--- src/sv/dle_ram.sv ---
// dle_ram: generic simple dual port ram, one write and one registered read port
// no package dependency
module dle_ram #(
  parameter int WIDTH = 8,
  parameter int DEPTH = 16
) (
  input  logic                     clk,
  input  logic                     we,
  input  logic [$clog2(DEPTH)-1:0] waddr,
  input  logic [WIDTH-1:0]         wdata,
  input  logic                     re,
  input  logic [$clog2(DEPTH)-1:0] raddr,
  output logic [WIDTH-1:0]         rdata
);

  logic [WIDTH-1:0] mem [DEPTH];

  always_ff @(posedge clk) begin
    if (we) begin
      mem[waddr] <= wdata;
    end
    // read data holds while re is low
    if (re) begin
      rdata <= mem[raddr];
    end
  end

endmodule

--- config.mk ---
export PLATFORM = sky130hd
export DESIGN_NAME = dle_ram
export DESIGN_NICKNAME = d
export VERILOG_FILES = /design/src/sv/dle_ram.sv
export SDC_FILE = /design/constraint.sdc
export NUM_CORES = 1
export LEC_CHECK = 0
export BUFFER_PORTS_ARGS = -buffer_cell sky130_fd_sc_hd__buf_2
export CAP_MARGIN = 40
export CORE_ASPECT_RATIO = 1.2
export CORE_UTILIZATION = 50
export CTS_BUF_LIST = sky130_fd_sc_hd__clkbuf_8
export DETAILED_ROUTE_END_ITERATION = 8
export PLACE_DENSITY_LB_ADDON = 0.15
export RECOVER_POWER = 25
export SYNTH_ARGS = -nofsm -noshare
export SYNTH_HDL_FRONTEND = slang
export SYNTH_SLANG_ARGS = --single-unit
--- constraint.sdc ---
create_clock -name clk -period 3.1 [get_ports clk]
set_input_delay 0.465 -clock clk [delete_from_list [all_inputs] [get_ports clk]]
set_output_delay 0.465 -clock clk [all_outputs]
set_load 0.02 [all_outputs]
==> impl_metrics.yaml, run 1 <==
die:
  io_pins: 27
  start_util_pct: 51.7
  die_w_um: 95.3
  rows: 40
  die_h_um: 114
  core_um2: 10100
  dieArea_um2: 10900
sta:
  drv_slew: 0
  slew_headroom_pct: 44.6
  setup_tns_ps: 0
  rsz0062_at_grt: "no"
  worst_slack_ps: 1250
  min_period_ps: 1850
  fin_crit_sh_pct: 59.5
  hold_viol: 0
  fin_skew_ps: 6.42
  fmax_ghz: 0.542
  setup_viol: 0
  tightest_slew_ps: 828
clocking:
  cts_max_level: 4
  clock-sinks: 136
  clock_latency_ps: 420
  clk_path_buf_depth: 2
  root_buffer: "clkbuf_8"
  post-cts-setup-buffers: 0
  cts.clk_slew.worst_paths_ps: 70
  cts-resized-gates: 0
  tritoncts: "built"
  cts_hold_buf: 0
  cts_buffers: 17
placement:
  io_buffer_count: 26
  pre_cts_ws_ps: 786
  dpl_cell_area_um2: 5560
  dp_hpwl_mm: 6.23
  place_congestion: 0.715
job:
  cap_violations: 0
final_layout:
  final_common_cell: "edfxtp_1"
  layout-drive-gt1-share_pct: 28.9
  nNetsFinal: 301
  n_antenna_cell: 0
  final_cell_mix: "136 x edfxtp_1, 19 x buf_2, 18 x mux4_2, 18 x buf_4, 17 x clkbuf_8"
  stdcell_area_um2: 5970
  area_growth_pct: 14.2
synthesis:
  synthDominantCellAreaShare_pct: 78.1
  ys_types: 18
  synth_top_area_cell: "edfxtp_1"
  synthCells: 229
  synth.cell_area_um2: 5230
  yosysSeqAreaShare_pct: 78.1
  syn_nets: 248
  ys_top_cells_by_area: "edfxtp_1 78%, mux4_2 7.8%, mux4_1 7.0%"
  syn_area_per_cell_um2: 22.8
  synth_seq_cells: 136
  ys_warn_count: 0
global_route:
  grt_pass1_vias: 2466
  grt_overflow: 0
  grt_pass1_wl_mm: 14.9
  track_usage_pct: 20.5
  grt_max_degree: 28
  antenna_found_initial: 0
drt:
  drt_iter0_markers: 182
  drt-wirelength-per-cell_um: 23.1
  ant_nets: 0
  wirelength_mm: 9.72
  vias_per_cell: 5.76
  route.detailed.drc: 0
  drt-pass1-iter-count: 4
  vias: 2420
pwr:
  vdd_ir_drop_max_mv: 0.303
  powerDensity_nw_per_um2: 632
  total_power_mw: 3.77
  leakagePower_nw: 1.99
min_path:
  hold_start: "re"
  hp-class: "input port to flip-flop"
worst_setup_path:
  r2r-start: "mem[1][2]"
  crit_arrival_ps: 2020
  critPathKind: "input port to flip-flop"
  crit_start: "raddr[0]"
  cp.required_ps: 3280
  crit_fanout: 11
  end_kind: "flip-flop"
  critPathLaunchType: "input port"
status:
  status: "completed"
## worst paths after layout
path | endpoint | slack (ps) | cells past startpoint
setup / recovery | rdata[0] | 1250 | 5
hold / removal | rdata[4] | 400 | 1
setup reg to reg | rdata[2] | 1580 | 3
hold reg to reg | rdata[3] | 750 | 3
## area by class of cell
cell class	count	area, µm²
fill	726	4140
sequential	136	4080
multi-input combinational	83	1060
timing repair buffer	44	256
clock buffer	17	234
clock inverter	14	183
tap	126	158
## report_power, final
group / internal [mW] / switching, mW / leakage [nW]
clock network: 0.863 / 0.641 / 0.202
logic: 0.0759 / 0.114 / 0.549
registers: 2.07 / 0.00965 / 1.24
## synthesized netlist by cell type
| cell | instances |
|---|---|
| edfxtp_1 | 136 |
| buf_4 | 1 |
| mux4_1 | 14 |
| nand2_1 | 9 |
| nand2b_1 | 2 |
| nor2b_1 | 1 |
| a22oi_1 | 16 |
| and2_1 | 1 |
| and2b_1 | 1 |
| nor3_1 | 4 |
| or3b_2 | 1 |
| mux4_2 | 18 |
| buf_2 | 3 |
| buf_6 | 3 |
| clkdlybuf4s25_2 | 3 |
| nor2_1 | 13 |
| nand3b_1 | 2 |
| nand3_1 | 1 |
## stage by stage
| step | utilization [%] | hold WS (ps) | instances |
|---|---|---|---|
| final | 59.1 | 399 | 420 |
| after global placement | 55.0 | 729 | 388 |
| after detailed placement | 55.0 | 729 | 389 |
| after floorplan | - | 564 | 229 |
| after global routing | 59.1 | 373 | 420 |
| after CTS | 59.2 | 375 | 420 |
## kinds of logic after synthesis
family / after synthesis / share of synthesized area, %
DFF: 136 / 78.1
and+or+nand+nor: 35 / 3.14
muxes: 32 / 14.8
AOI/OAI and AO/OA: 16 / 2.30
buffers and inverters: 10 / 1.65
## worst max-delay path: stages
cell and delay, ps:
buf_2 300, buf_4 300, mux4_1 600, a22oi_1 270, nand2_1 80
## registers in the layout (all words and copies together), names as in the netlist
name,flops
rdata,8
mem,128
## per-layer routing
layer  wire [µm]  share of wire (%)  global-route usage [%]
met1        4260                 44                    28.9
met3         495                5.1                    6.00
met2        4820                 50                    30.1
met5           0                  0                       0
met4         146                1.5                    8.79
Power figures use the tool's default switching activity.
==> inputs of run 2 (changes only) <==
Clock period 3.1 ns to 1.6 ns, I/O delays scaled along.
==> run 2 against run 1 <==
  * Non-clock buffer count rose by 9
  * Design area up 0.63%
  * Core utilization increased by 0.37 points
  * Sequential cell count did not move
  * Sequential share of layout area decreased by 0.43 points
  * Combinational power increased by 110%
  * Global-route usage grew 0.46 points
  * Largest power group unchanged
  * Highest routed layer unchanged
==> impl_metrics.yaml, run 2 (synthesized netlist as in run 1, its figures left out) <==
final_layout:
  layout-drive-gt1-share_pct: 30.9
  area_growth_pct: 15.0
  fill_cells: 749
  largest_reg_flops: 128
  top_register: "mem"
  final_cell_mix: "136 x edfxtp_1, 23 x buf_4, 21 x buf_2, 18 x mux4_2, 17 x clkbuf_8"
  final_common_cell: "edfxtp_1"
  n_antenna_cell: 0
  final_util_pct: 59.4
  stdcell_area_um2: 6010
  top_regs: "mem: 128 flops, rdata: 8 flops"
  nNetsFinal: 310
global_route:
  track_usage_pct: 21.0
  grt_pass1_vias: 2561
  grt_overflow: 0
  grt_pass1_wl_mm: 15.1
  antenna_found_initial: 0
  grt_max_degree: 20
drt:
  route.detailed.drc: 0
  drt-pass1-iter-count: 4
  met3_length_um: 423
  vias_per_cell: 5.71
  wirelength_mm: 9.89
  drt-wirelength-per-cell_um: 23.0
  highest_layer: "met4"
  drt_iter0_markers: 225
  wl_met2_mm: 5.00
  ant_nets: 0
  drt-met1-wl_mm: 4.32
  vias: 2456
pwr:
  switching_share_pct: 20.9
  p_seq_share_pct: 59.5
  clkPwrFrac_pct: 34.5
  leakagePower_nw: 2.04
  vdd_ir_drop_max_mv: 0.548
  p_sw_mw: 1.41
  p_int_mw: 5.36
  powerDensity_nw_per_um2: 1130
  power_frac_comb_pct: 6.0
sta:
  rsz0062_at_grt: "no"
  fin_crit_sh_pct: 93.8
  tightest_slew_ps: 785
  hold_viol: 0
  min_period_ps: 1500
  setup_viol: 0
  fmax_ghz: 0.667
  worst_slack_ps: 99.9
  fin_skew_ps: 6.99
  drv_slew: 0
  fin_hold_ws_ps: 186
  slew_headroom_pct: 47.5
placement:
  pre_cts_ws_ps: -148
  dp_hpwl_mm: 6.34
  io_buffer_count: 26
  place_congestion: 0.695
  dpl_cell_area_um2: 5690
die:
  die_h_um: 114
  die_w_um: 95.3
  io_pins: 27
  start_util_pct: 51.7
  dieArea_um2: 10900
  core_um2: 10100
  rows: 40
clocking:
  cts_max_level: 4
  clock-sinks: 136
  tritoncts: "built"
  cts-resized-gates: 0
  cts_hold_buf: 0
  clk_path_buf_depth: 2
  post-cts-setup-buffers: 0
  clock_latency_ps: 410
  cts_buffers: 17
  cts.clk_slew.worst_paths_ps: 70
  root_buffer: "clkbuf_8"
worst_setup_path:
  critPathKind: "flip-flop to flip-flop"
  critPathLaunchType: "flip-flop"
  end_kind: "flip-flop"
  crit_fanout: 1
  crit_arrival_ps: 1660
  cp.required_ps: 1760
status:
  status: "completed"
min_path:
  hp-class: "input port to flip-flop"
job:
  cap_violations: 0
run 2: cell count changes in the layout (fill, tap and decap cells not counted), sizes merged:
cell      previous run  this run
clkinv               7        11
bufinv               4         1
clkbuf              24        22
clkinvlp             3         1
inv                  0         2
buf                 37        48
run 2: layout make-up:
cell class | instances | area, µm² | share of cell area, %
clock inverter | 15 | 95.1 | 1.58
tap | 126 | 158 | 2.62
sequential | 136 | 4080 | 68.0
clock buffer | 17 | 234 | 3.89
timing repair buffer | 53 | 377 | 6.27
multi-input combinational | 83 | 1060 | 17.7
run 2: worst paths after layout:
path | start | endpoint | slack (ps) | depth (start not counted)
max | mem[3][7] | rdata[7] | 100 | 3
min | re | rdata[0] | 190 | 1
max reg2reg | mem[3][7] | rdata[7] | 100 | 3
min reg2reg | mem[14][5] | rdata[5] | 750 | 3
run 2: power by group through the flow:
stage | registers (mW) | logic [mW] | clock network [mW]
CTS | 4.03 | 0.413 | 2.38
detailed placement | 4.11 | 0.413 | 0
floorplan | 4.13 | 0.203 | 0
global placement | 4.10 | 0.405 | 0
global route | 4.04 | 0.440 | 2.55
finish | 4.03 | 0.404 | 2.34
run 2: critical path: stages, from the launching register on:
cell and delay, ps:
edfxtp_1 370, mux4_2 470, a22oi_1 310, nand2_1 100
run 2: per-layer routing:
metal / vias up / global-route usage, %
met1: 1275 / 27.8
met4: 0 / 8.69
met3: 11 / 5.27
met2: 66 / 33.3
met5: - / 0
li1: 1104 / -
run 2: stage by stage:
stage / std cells / setup TNS [ps] / power [mW]
after floorplan: 229 / 0 / 4.33
after global placement: 398 / -796 / 4.51
after detailed placement: 398 / -899 / 4.52
after CTS: 430 / 0 / 6.83
after global routing: 430 / 0 / 7.03
final: 430 / 0 / 6.77
